[src/hdl/dqd_pkg.sv]
// Package: shared types, codes and transition tables of the quadrature decoder.
`timescale 1ns / 1ps
`default_nettype none
package dqd_pkg;

   // Command codes
   localparam logic [1:0] CMD_POLL       = 2'd0;
   localparam logic [1:0] CMD_READ       = 2'd1;
   localparam logic [1:0] CMD_READ_CLEAR = 2'd2;

   // Event codes
   localparam logic [2:0] EV_NONE     = 3'd0;
   localparam logic [2:0] EV_CW       = 3'd1;
   localparam logic [2:0] EV_CCW      = 3'd2;
   localparam logic [2:0] EV_INVALID  = 3'd3;
   localparam logic [2:0] EV_UNSTABLE = 3'd4;

   // Step codes held in the upper nibble of a table entry
   localparam logic [3:0] STEP_NONE = 4'h0;
   localparam logic [3:0] STEP_CW   = 4'h1;
   localparam logic [3:0] STEP_CCW  = 4'h2;
   localparam logic [3:0] STEP_BAD  = 4'h4;

   // Entry used for states outside the tables
   localparam logic [7:0] ENTRY_BAD = 8'h4F;

   localparam logic [2:0] STATE_RESET = 3'd3;
   localparam int unsigned NUM_STATES = 6;
   localparam int unsigned TAB_DEPTH  = 24;

   // Two pulses per detent
   localparam logic [7:0] TAB_TWO [TAB_DEPTH] = '{
      8'h00, 8'h04, 8'h02, 8'h4F,
      8'h10, 8'h01, 8'h4F, 8'h03,
      8'h00, 8'h4F, 8'h02, 8'h13,
      8'h4F, 8'h01, 8'h05, 8'h03,
      8'h00, 8'h04, 8'h4F, 8'h23,
      8'h20, 8'h4F, 8'h05, 8'h03
   };

   // Four pulses per detent
   localparam logic [7:0] TAB_FOUR [TAB_DEPTH] = '{
      8'h00, 8'h01, 8'h12, 8'h4F,
      8'h00, 8'h01, 8'h4F, 8'h03,
      8'h04, 8'h4F, 8'h02, 8'h03,
      8'h4F, 8'h01, 8'h02, 8'h03,
      8'h04, 8'h21, 8'h02, 8'h4F,
      8'h4F, 8'h4F, 8'h4F, 8'h4F
   };

   // Debounce outcome of one poll word
   typedef struct packed {
      logic       found;
      logic [1:0] value;
   } stable_type;

   // Result word
   typedef struct packed {
      logic signed [7:0] position;
      logic [2:0]        event_res;
   } result_type;

endpackage
`default_nettype wire

[src/hdl/dqd_if.sv]
// Interfaces: request and response channels of the quadrature decoder.
`timescale 1ns / 1ps
`default_nettype none
interface dqd_req_if #(
   parameter int SAMPLES_PER_POLL = 6
);
   logic                          valid;
   logic                          ready;
   logic [1:0]                    cmd;
   logic [2*SAMPLES_PER_POLL-1:0] samples;

   modport source (output valid, cmd, samples, input ready);
   modport sink   (input valid, cmd, samples, output ready);
endinterface

interface dqd_rsp_if;
   logic              valid;
   logic              ready;
   logic signed [7:0] position;
   logic [2:0]        event_res;

   modport source (output valid, position, event_res, input ready);
   modport sink   (input valid, position, event_res, output ready);
endinterface
`default_nettype wire

[src/hdl/dqd_debounce.sv]
// Debounce: finds the first run of equal pin samples in a poll word.
`timescale 1ns / 1ps
`default_nettype none
module dqd_debounce #(
   parameter int SAMPLES_PER_POLL = 6,
   parameter int STABLE_COUNT     = 3
) (
   input  wire logic [2*SAMPLES_PER_POLL-1:0] samples,
   output dqd_pkg::stable_type                stable
);

   // Check every window ending at sample k; the earliest window wins
   always_comb begin
      logic ok;
      stable = '0;
      for (int k = SAMPLES_PER_POLL - 1; k >= STABLE_COUNT - 1; k--) begin
         ok = 1'b1;
         for (int j = 1; j < STABLE_COUNT; j++) begin
            if (samples[2*(k-j) +: 2] != samples[2*k +: 2]) begin
               ok = 1'b0;
            end
         end
         if (ok) begin
            stable.found = 1'b1;
            stable.value = samples[2*k +: 2];
         end
      end
   end

endmodule
`default_nettype wire

[src/hdl/dqd_core.sv]
// Core: decoder state, position count and the transition table step.
`timescale 1ns / 1ps
`default_nettype none
module dqd_core (
   input  wire logic                clock,
   input  wire logic                reset,
   input  wire logic                advance,
   input  wire logic [1:0]          cmd,
   input  wire dqd_pkg::stable_type stable,
   input  wire logic                two_pulse_mode,
   output dqd_pkg::result_type      result
);

   logic [2:0]        state_ff, state_in;
   logic signed [7:0] position_ff, position_in;
   logic [4:0]        tab_index;
   logic [7:0]        entry;

   // Look up the transition for the stored state and the stable value
   assign tab_index = {state_ff, stable.value};

   always_comb begin
      entry = dqd_pkg::ENTRY_BAD;
      if (state_ff < 3'(dqd_pkg::NUM_STATES)) begin
         entry = two_pulse_mode ? dqd_pkg::TAB_TWO[tab_index]
                                : dqd_pkg::TAB_FOUR[tab_index];
      end
   end

   // Work out next state, next count and the result word
   always_comb begin
      state_in         = state_ff;
      position_in      = position_ff;
      result.position  = position_ff;
      result.event_res = dqd_pkg::EV_NONE;
      if (cmd == dqd_pkg::CMD_POLL) begin
         if (!stable.found) begin
            result.event_res = dqd_pkg::EV_UNSTABLE;
         end else begin
            state_in = entry[2:0];
            unique case (entry[7:4])
               dqd_pkg::STEP_CW: begin
                  position_in      = position_ff + 8'sd1;
                  result.event_res = dqd_pkg::EV_CW;
               end
               dqd_pkg::STEP_CCW: begin
                  position_in      = position_ff - 8'sd1;
                  result.event_res = dqd_pkg::EV_CCW;
               end
               dqd_pkg::STEP_BAD: begin
                  state_in         = {1'b0, stable.value};
                  result.event_res = dqd_pkg::EV_INVALID;
               end
               default: begin
                  result.event_res = dqd_pkg::EV_NONE;
               end
            endcase
         end
         result.position = position_in;
      end else if (cmd == dqd_pkg::CMD_READ_CLEAR) begin
         position_in = '0;
      end
   end

   // Hold state between words; advance when a word moves to the result stage
   always_ff @(posedge clock) begin
      if (reset) begin
         state_ff    <= dqd_pkg::STATE_RESET;
         position_ff <= '0;
      end else if (advance) begin
         state_ff    <= state_in;
         position_ff <= position_in;
      end
   end

endmodule
`default_nettype wire

[src/hdl/debounced_quadrature_decoder_top.sv]
// Top level: debounced rotary encoder decoder with registered request and response.
//
// One request word gives one response word. A poll word carries SAMPLES_PER_POLL
// two-bit pin samples, oldest in the low bits; the first run of STABLE_COUNT equal
// samples is taken as the pin value and steps the decoder through the 2- or
// 4-pulse-per-detent table chosen by csr_wdata (written when csr_we is high; the
// user must write it only while the block is idle; it does not enforce that).
// Read and read-then-clear words return the position. A word is registered in the
// request register, then the response register; the block takes a word every cycle
// while the response side keeps up, and the request register takes one more word
// while the last result waits. State updates as a word leaves the request register.
`timescale 1ns / 1ps
`default_nettype none
module debounced_quadrature_decoder_top #(
   parameter int SAMPLES_PER_POLL = 6,
   parameter int STABLE_COUNT     = 3
) (
   input  wire logic  clock,
   input  wire logic  reset,
   dqd_req_if.sink    req_if,
   dqd_rsp_if.source  rsp_if,
   input  wire logic  csr_we,
   input  wire logic  csr_wdata
);

   logic                          mode_ff;
   logic                          in_valid_ff;
   logic [1:0]                    in_cmd_ff;
   logic [2*SAMPLES_PER_POLL-1:0] in_samples_ff;
   logic                          out_valid_ff;
   dqd_pkg::result_type           out_word_ff;
   logic                          out_free;
   logic                          advance;
   dqd_pkg::stable_type           stable;
   dqd_pkg::result_type           result;

   // Flow control
   assign out_free      = !out_valid_ff || rsp_if.ready;
   assign advance       = in_valid_ff && out_free;
   assign req_if.ready  = !in_valid_ff || advance;

   assign rsp_if.valid     = out_valid_ff;
   assign rsp_if.position  = out_word_ff.position;
   assign rsp_if.event_res = out_word_ff.event_res;

   dqd_debounce #(
      .SAMPLES_PER_POLL (SAMPLES_PER_POLL),
      .STABLE_COUNT     (STABLE_COUNT)
   ) u_debounce (
      .samples (in_samples_ff),
      .stable  (stable)
   );

   dqd_core u_core (
      .clock          (clock),
      .reset          (reset),
      .advance        (advance),
      .cmd            (in_cmd_ff),
      .stable         (stable),
      .two_pulse_mode (mode_ff),
      .result         (result)
   );

   // Mode register
   always_ff @(posedge clock) begin
      if (reset) begin
         mode_ff <= 1'b0;
      end else if (csr_we) begin
         mode_ff <= csr_wdata;
      end
   end

   // Request register: take a word whenever it is empty or draining
   always_ff @(posedge clock) begin
      if (reset) begin
         in_valid_ff <= 1'b0;
      end else if (req_if.ready) begin
         in_valid_ff <= req_if.valid;
      end
   end

   always_ff @(posedge clock) begin
      if (req_if.valid && req_if.ready) begin
         in_cmd_ff     <= req_if.cmd;
         in_samples_ff <= req_if.samples;
      end
   end

   // Response register: load on advance, drop once taken
   always_ff @(posedge clock) begin
      if (reset) begin
         out_valid_ff <= 1'b0;
      end else if (out_free) begin
         out_valid_ff <= advance;
      end
   end

   always_ff @(posedge clock) begin
      if (advance) begin
         out_word_ff <= result;
      end
   end

endmodule
`default_nettype wire

[src/flat_wrapper.sv]
// flat-port wrapper written by rule: the top's interface ports become plain ports
module debounced_quadrature_decoder_top_flat 
#(
   parameter int SAMPLES_PER_POLL = 6,
   parameter int STABLE_COUNT     = 3
)
  (clock, reset, csr_we, csr_wdata, req_if_valid, req_if_cmd, req_if_samples, req_if_ready, rsp_if_valid, rsp_if_position, rsp_if_event_res, rsp_if_ready);
  dqd_req_if #(.SAMPLES_PER_POLL(SAMPLES_PER_POLL)) req_if_i ();
  dqd_rsp_if rsp_if_i ();
  input  wire logic clock;
  input  wire logic reset;
  input  wire logic csr_we;
  input  wire logic csr_wdata;
  input wire logic [$bits(req_if_i.valid)-1:0] req_if_valid;
  input wire logic [$bits(req_if_i.cmd)-1:0] req_if_cmd;
  input wire logic [$bits(req_if_i.samples)-1:0] req_if_samples;
  output wire logic [$bits(req_if_i.ready)-1:0] req_if_ready;
  output wire logic [$bits(rsp_if_i.valid)-1:0] rsp_if_valid;
  output wire logic [$bits(rsp_if_i.position)-1:0] rsp_if_position;
  output wire logic [$bits(rsp_if_i.event_res)-1:0] rsp_if_event_res;
  input wire logic [$bits(rsp_if_i.ready)-1:0] rsp_if_ready;
  assign req_if_i.valid = req_if_valid;
  assign req_if_i.cmd = req_if_cmd;
  assign req_if_i.samples = req_if_samples;
  assign req_if_ready = req_if_i.ready;
  assign rsp_if_valid = rsp_if_i.valid;
  assign rsp_if_position = rsp_if_i.position;
  assign rsp_if_event_res = rsp_if_i.event_res;
  assign rsp_if_i.ready = rsp_if_ready;
  debounced_quadrature_decoder_top #(.SAMPLES_PER_POLL(SAMPLES_PER_POLL), .STABLE_COUNT(STABLE_COUNT)) u_core (.clock(clock), .reset(reset), .req_if(req_if_i), .rsp_if(rsp_if_i), .csr_we(csr_we), .csr_wdata(csr_wdata));
endmodule
[config.mk]
export PLATFORM = sky130hd
export DESIGN_NAME = debounced_quadrature_decoder_top_flat
export DESIGN_NICKNAME = d
export VERILOG_FILES = /design/src/hdl/dqd_pkg.sv /design/src/hdl/dqd_if.sv /design/src/hdl/dqd_debounce.sv /design/src/hdl/dqd_core.sv /design/src/hdl/debounced_quadrature_decoder_top.sv /design/src/flat_wrapper.sv
export SDC_FILE = /design/constraint.sdc
export NUM_CORES = 1
export LEC_CHECK = 0
export BUFFER_PORTS_ARGS = -buffer_cell sky130_fd_sc_hd__buf_4
export CORE_MARGIN = 2
export CORE_UTILIZATION = 55
export DETAILED_ROUTE_END_ITERATION = 7
export PLACE_DENSITY = 0.77
export SLEW_MARGIN = 20
export SYNTH_ARGS = -nofsm -noshare
export SYNTH_HDL_FRONTEND = slang
export SYNTH_SLANG_ARGS = --single-unit
[constraint.sdc]
create_clock -name clock -period 7.8 [get_ports clock]
set_clock_uncertainty 0.2 [all_clocks]
set_input_delay 1.95 -clock clock [delete_from_list [all_inputs] [get_ports clock]]
set_output_delay 1.95 -clock clock [all_outputs]
set_load 0.005 [all_outputs]
==> results of run 1 <==
through the flow:
step / std cells / hold slack, ns / power [uW]
2_1_floorplan: 242 / 0.275 / 268
3_3_place_gp: 317 / 0.300 / 285
3_5_place_dp: 317 / 0.302 / 286
4_1_cts: 325 / 0.325 / 452
5_1_grt: 325 / 0.345 / 464
6_report: 325 / 0.323 / 447
state kept, by name, indices dropped and copies added, names as in the netlist:
| register | cells |
|---|---|
| u_core.in_cmd_ff | 2 |
| u_core.in_samples_ff | 12 |
| u_core.in_valid_ff | 1 |
| u_core.mode_ff | 1 |
| u_core.rsp_if.event_res | 3 |
| u_core.rsp_if.position | 8 |
| u_core.rsp_if.valid | 1 |
| u_core.u_core.position_ff | 8 |
| u_core.u_core.state_ff | 3 |
worst reg2reg max path: stages, from the launching register on:
cell	delay, ns
edfxtp_1	0.48
a22o_1	0.27
and3_1	0.17
o311ai_0	0.60
nand2_1	0.31
inv_1	0.19
ha_1	0.29
mux2i_1	0.11
mux2_2	0.33
or4_1	0.52
inv_1	0.23
ha_1	0.33
o21a_1	0.19
o21a_1	0.16
o22ai_1	0.16
mux2_2	0.37
or3_1	0.35
a31oi_1	0.15
routing by layer:
layer | vias up | track usage (%) | routed length, um
met1 | 935 | 25.6 | 2150
met3 | 10 | 4.56 | 216
met2 | 48 | 33.5 | 2310
met5 | - | 0 | 0
li1 | 983 | - | -
met4 | 0 | 8.18 | 86
worst paths after layout:
path / from / endpoint
min reg2reg: u_core.u_core.position_ff[2] / u_core.u_core.position_ff[2]
max: u_core.in_samples_ff[5] / u_core.u_core.position_ff[7]
min: u_core.u_core.position_ff[2] / u_core.u_core.position_ff[2]
max reg2reg: u_core.in_samples_ff[5] / u_core.u_core.position_ff[7]
kinds of logic after synthesis:
family	count (synthesis)
xor+xnor	6
compound gates	71
buf+inv	20
mux	14
simple gates	79
fa+ha+maj	13
flops	39
cell usage after synthesis, drive strengths merged, types with 2 or more instances:
cell type / count
a2111oi: 3
a211oi: 2
a21boi: 2
a21o: 2
a21oi: 18
a221oi: 2
a22o: 10
a31oi: 3
and2: 5
and3: 2
buf: 3
clkbuf: 6
dfxtp: 14
edfxtp: 25
ha: 12
inv: 11
mux2: 9
mux2i: 4
nand2: 9
nand2b: 6
nand3: 11
nand4: 2
nand4b: 2
nor2: 18
nor2b: 3
nor3: 4
o211ai: 2
o21a: 4
o21ai: 9
o31ai: 3
or3: 8
or4: 4
xnor2: 4
xor2: 2
power by group through the flow:
| stage | Clock [uW] | Combinational (uW) | Sequential [uW] |
|---|---|---|---|
| after global routing | 176 | 52.5 | 236 |
| after global placement | 0 | 45.7 | 239 |
| final | 165 | 47.2 | 235 |
| after floorplan | 0 | 31.6 | 237 |
| after CTS | 170 | 46.8 | 235 |
| after detailed placement | 0 | 46.5 | 240 |
area by class of cell:
type | instances | area (sq um) | share of cell area [%]
clock buffer | 7 | 76.3 | 2.71
clock inverter | 1 | 30.0 | 1.07
inverter | 11 | 41.3 | 1.47
multi-input combinational | 183 | 1330 | 47.3
sequential | 39 | 1030 | 36.6
tap | 52 | 65.1 | 2.31
timing repair buffer | 32 | 240 | 8.53
==> summary.md, run 1 <==
| Metric | Value |
|---|---|
| Initial DRC count | 162 |
| Drt first pass iters | 4 |
| Ys Warns | 0 |
| Final worst setup slack | ~2.3 ns |
| Worst Max-Slew Pin Slew | 0.713 ns |
| Fin crit share | between 70% and 80% |
| Mux cell area share after synthesis | 6.69% |
| Number of global-route vias before repair | 1841 |
| Simple-Gate Fraction of Synth Area | between 15 and 20% |
| Max IR drop VDD | approximately 0.00013 V |
| HPWL after DPL | 3.49 mm |
| Synth Net Count | 275 |
| Clock Power Share | 36.8% |
| Max cap viols | 0 |
| Largest net degree at the start of global routing | 23 |
| TritonCTS Buffers | 5 |
| Final Hold Fails | 0 |
| Ratio of cells with drive above 1 in the final layout | between 10% and 20% |
| WP buf/inv | 2 |
| Core ar. | 0.00432 sq mm |
| Antenna-violating nets left | 0 |
| Fin Setup TNS | 0 ns |
| Compound-cell area share of the yosys netlist | 20.3% |
| Area growth from synthesis to layout | 15.0% |
| Cell count along the critical path | 17 |
| Ys flop type | edfxtp_1 |
| WL/cell | 14.6 um |
| Synth top area share | approximately 30% |
| Static leakage | 0.00115 uW |
| Critical path, cell by cell | a22o_1, and3_1, o311ai_0, nand2_1, inv_1, ha_1, mux2i_1, mux2_2, or4_1, inv_1, ha_1, o21a_1, o21a_1, o22ai_1, mux2_2, or3_1, a31oi_1 |
| Power Internal | 346 uW |
| Synthesized area | 0.00245 sq mm |
| PD cells | 159 mW/mm^2 |
| Slew headroom | 51.8% |
| Dpl ws | 2.38 ns |
| Startpoint types | flop |
| F_max | 0.183 GHz |
| CP max stage cell | o311ai_0 |
| Seq pwr share | between 50% and 60% |
| Via density | 6.08 |
| Die height | 70.7 um |
| Critical path fanouts, max | 8 |
| Slowest cell delay on critical path | 0.60 ns |
| Ant. Diodes | 0 |
| Setup bufs post-CTS | 0 |
| Critical path type | reg2reg |
| Required time worst endpoint | between 7 and 8 ns |
| Async set-reset flop share out of synthesis | 0% |
| RSZ-0062 raised after global routing | false |
| Arrival time worst endpoint | around 5.5 ns |
| Rows | 24 |
| I/O Buffers | 32 |
| Status | finished, final reports clean |
| Fill count | 358 |
| Clock Path Buffers | 2 |
| Die X | between 70 and 80 um |
| Die ar. | 0.00500 sq mm |
| I/O pins | 33 |
| EDFF count, synth | 25 |
| Crit path capture type | flop |
| Switching part of the total | roughly 23% |
| Final Slew Violations | 0 |
| CTS tree | built |
| Gpl congestion | 0.852 |
| # hold bufs at CTS | 0 |
| Top area cells in the synthesized netlist | edfxtp_1 (31%), dfxtp_1 (11%), ha_1 (6.1%) |
| Area leader, netlist | edfxtp_1 |
| Gates resized, CTS repair | 0 |
| Fin nets | 305 |
| Clock Latency Late Sink | 0.29 ns |
| #FFs+latches synth | 39 |
| Final Setup Violations | 0 |
| Commonest non-fill, non-tap cell in the layout | buf_4 |
| Final Critical Period | 5.47 ns |
| Hold path depth | 1 |
| Largest family of logic cells by synthesized area | compound AO/OA/AOI/OAI gates |
| Root Buffer | clkbuf_8 |
| Fin util | 65.1% |
| Logic pwr share | 10.6% |
| Mapped Cells | about 240 |
| HP Class | reg2reg |
| Final WL | 4.76 mm |
| CP delay by family, top | compound AO/OA/AOI/OAI gates |
| Adder-cell share of the synthesized area | a little under 7% |
| Post-Synth XOR/XNOR Area | under 10% |
| Design Area, Final | 0.00282 sq mm |
| Reg clk slew, reported paths | 0.07 ns |
| Sequential share of the synthesized area | 42.1% |
| Initial antenna violation count | 0 |
| Total track usage | between 20% and 30% |
| Reg2Reg Depth | 17 |
| R2R Setup Slk | 2.33 ns |
| Mapped Avg Cell Area | 10.1 sq um |
| Area of placed instances | 0.00271 sq mm |
| DR vias | 1976 |
| Clock Sinks | 39 |
| Reported net switching power | 101 uW |
| H-Tree Depth | 2 |
| Global route overflow | 0 |
| Most frequent cells in the layout | buf_4 (32), edfxtp_1 (25), a21oi_1 (18), nor2_1 (18), dfxtp_1 (14) |
| First-pass GRT wire length | 8.07 mm |
| Initial Utilization | 56.6% |
| DRC | 0 |
| Post-synth cell types | 55 |
Power figures use the tool's default switching activity.
==> inputs of run 2 (changes only) <==
--- a/config.mk
+++ b/config.mk
@@ -7,9 +7,9 @@
 export LEC_CHECK = 0
 export BUFFER_PORTS_ARGS = -buffer_cell sky130_fd_sc_hd__buf_4
 export CORE_MARGIN = 2
-export CORE_UTILIZATION = 55
+export CORE_UTILIZATION = 52
 export DETAILED_ROUTE_END_ITERATION = 7
-export PLACE_DENSITY = 0.77
+export PLACE_DENSITY = 0.76
 export SLEW_MARGIN = 20
 export SYNTH_ARGS = -nofsm -noshare
 export SYNTH_HDL_FRONTEND = slang
==> constraint.sdc (replaced) <==
create_clock -name clock -period 4.5 [get_ports clock]
set_clock_uncertainty 0.2 [all_clocks]
set_input_delay 1.125 -clock clock [delete_from_list [all_inputs] [get_ports clock]]
set_output_delay 1.125 -clock clock [all_outputs]
set_load 0.005 [all_outputs]
==> summary.md, run 2 (synthesis results as in run 1) <==
| Metric | Value |
|---|---|
| Final worst setup slack | 0.00907 ns |
| Reg clk slew, reported paths | 0.08 ns |
| Fill count | 306 |
| Max reg flops | 12 |
| HPWL after DPL | 3.89 mm |
| Critical path, cell by cell | buf_4, nand3_1, a22oi_1, o311ai_4, nand2_2, ha_2, buf_4, nor3_2, a21oi_2, or4_4, inv_8, ha_4, o21a_1, o21a_1, o22ai_2, mux2_4, nor2_1, xor2_1 |
| Clock Latency Late Sink | 0.29 ns |
| Worst Max-Slew Pin Slew | 0.795 ns |
| Fin crit share | 99.8% |
| Static leakage | approximately 0.0014 uW |
| Clock Path Buffers | 2 |
| Max cap viols | 0 |
| DRC | 0 |
| Slowest cell delay on critical path | 0.55 ns |
| Die X | between 70 and 80 um |
| TritonCTS Buffers | 5 |
| WP buf/inv | 3 |
| Dpl ws | -0.126 ns |
| Max IR drop VDD | 0.000264 V |
| Status | finished, final reports clean |
| Number of global-route vias before repair | 2075 |
| Crit path capture type | flop |
| Final Critical Period | around 4.5 ns |
| WHS | 0.318 ns |
| I/O Buffers | 32 |
| I/O pins | 33 |
| Drt first pass iters | 5 |
| Fin util | 75.6% |
| Top reg by flops | u_core.in_samples_ff |
| Fin nets | around 350 |
| Cell count along the critical path | 18 |
| Initial antenna violation count | 0 |
| CP delay by family, top | compound AO/OA/AOI/OAI gates |
| Die height | 72.6 um |
| Critical path fanouts, max | 7 |
| Total track usage | 22.0% |
| Final Hold Fails | 0 |
| Critical path type | reg2reg |
| Final WL | between 5 and 6 mm |
| Antenna-violating nets left | 0 |
| Fin cells | approximately 370 |
| Ratio of cells with drive above 1 in the final layout | 36.8% |
| Root Buffer | clkbuf_8 |
| Die ar. | 0.00527 sq mm |
| Initial DRC count | ~160 |
| CP max stage cell | or4_4 |
| Via density | slightly above 6 |
| Ant. Diodes | 0 |
| Global route overflow | 0 |
| DP Cell Count | 344 |
| Rows | 24 |
| Final Slew Violations | 0 |
| Core ar. | 0.00444 sq mm |
| Startpoint types | flop |
| Largest net degree at the start of global routing | 23 |
| Commonest non-fill, non-tap cell in the layout | buf_4 |
| Most frequent cells in the layout | buf_4 (70), edfxtp_1 (25), nor2_1 (18) |
| Arrival time worst endpoint | 4.41 ns |
| F_max | 0.223 GHz |
| Clock Sinks | 39 |
| Area of the multi-input gates | 0.00152 sq mm |
| Gpl congestion | approximately 0.86 |
| Slew headroom | 46.6% |
| Area growth from synthesis to layout | 37.1% |
| DR vias | 2231 |
| First-pass GRT wire length | between 9 and 10 mm |
| H-Tree Depth | 2 |
| Final Setup Violations | 0 |
| WL/cell | 15.9 um |
| Required time worst endpoint | 4.42 ns |
| RSZ-0062 raised after global routing | true |
| Reg2Reg Depth | 18 |
| Initial Utilization | between 50% and 60% |
| CTS tree | built |
| PD cells | 243 mW/mm^2 |
| HP Class | reg2reg |
| Register Area | 0.00103 sq mm |
| Hold path depth | 2 |
-- run 2: cell type report --
| class | instances | area share (%) |
|---|---|---|
| Inverter | 11 | 1.75 |
| Multi-Input combinational cell | 183 | 45.2 |
| Clock buffer | 5 | 2.05 |
| Sequential cell | 39 | 30.7 |
| Timing Repair Buffer | 74 | 17.3 |
| Tap cell | 52 | 1.94 |
| Clock inverter | 3 | 1.15 |
-- run 2: worst paths after layout --
check	to	start	slack (ns)
max	u_core.rsp_if.position[7]	u_core.in_samples_ff[7]	0.009
min	u_core.rsp_if.valid	u_core.in_valid_ff	0.32
max reg2reg	u_core.rsp_if.position[7]	u_core.in_samples_ff[7]	0.009
min reg2reg	u_core.rsp_if.valid	u_core.in_valid_ff	0.32
-- run 2: tightest hold or removal path: stages, from the launching register on --
cell and delay [ns]:
dfxtp_1 0.34, nor2_1 0.10, nor2_1 0.04
-- run 2: metrics by stage --
step,TNS [ns],instance area [sq um],total power (uW)
floorplan,0,2510,470
global placement,-0.0496,2960,508
detailed placement,-0.269,2960,510
CTS,-0.0445,3160,796
global route,-0.426,3360,843
finish,0,3360,816
-- run 2: what timing repair did --
item	in CTS	in global routing
hold buffers	0	0
resized for setup	7	31
endpoints found under the setup margin	4	8
endpoints found under the hold margin	0	0
buffers inserted	8	7
pin swaps	3	18
-- run 2: per-layer routing --
metal,global-route usage [%],routed length [um]
met1,28.1,2450
met2,36.7,2970
met3,5.66,296
met4,7.20,121
met5,0,0
-- run 2: power by group --
| part | internal (uW) | switching, uW | leakage [uW] |
|---|---|---|---|
| combinational | 66.7 | 57.2 | 0.000981 |
| sequential | 394 | 12.9 | 0.000357 |
| clock | 162 | 122 | 0.0000556 |
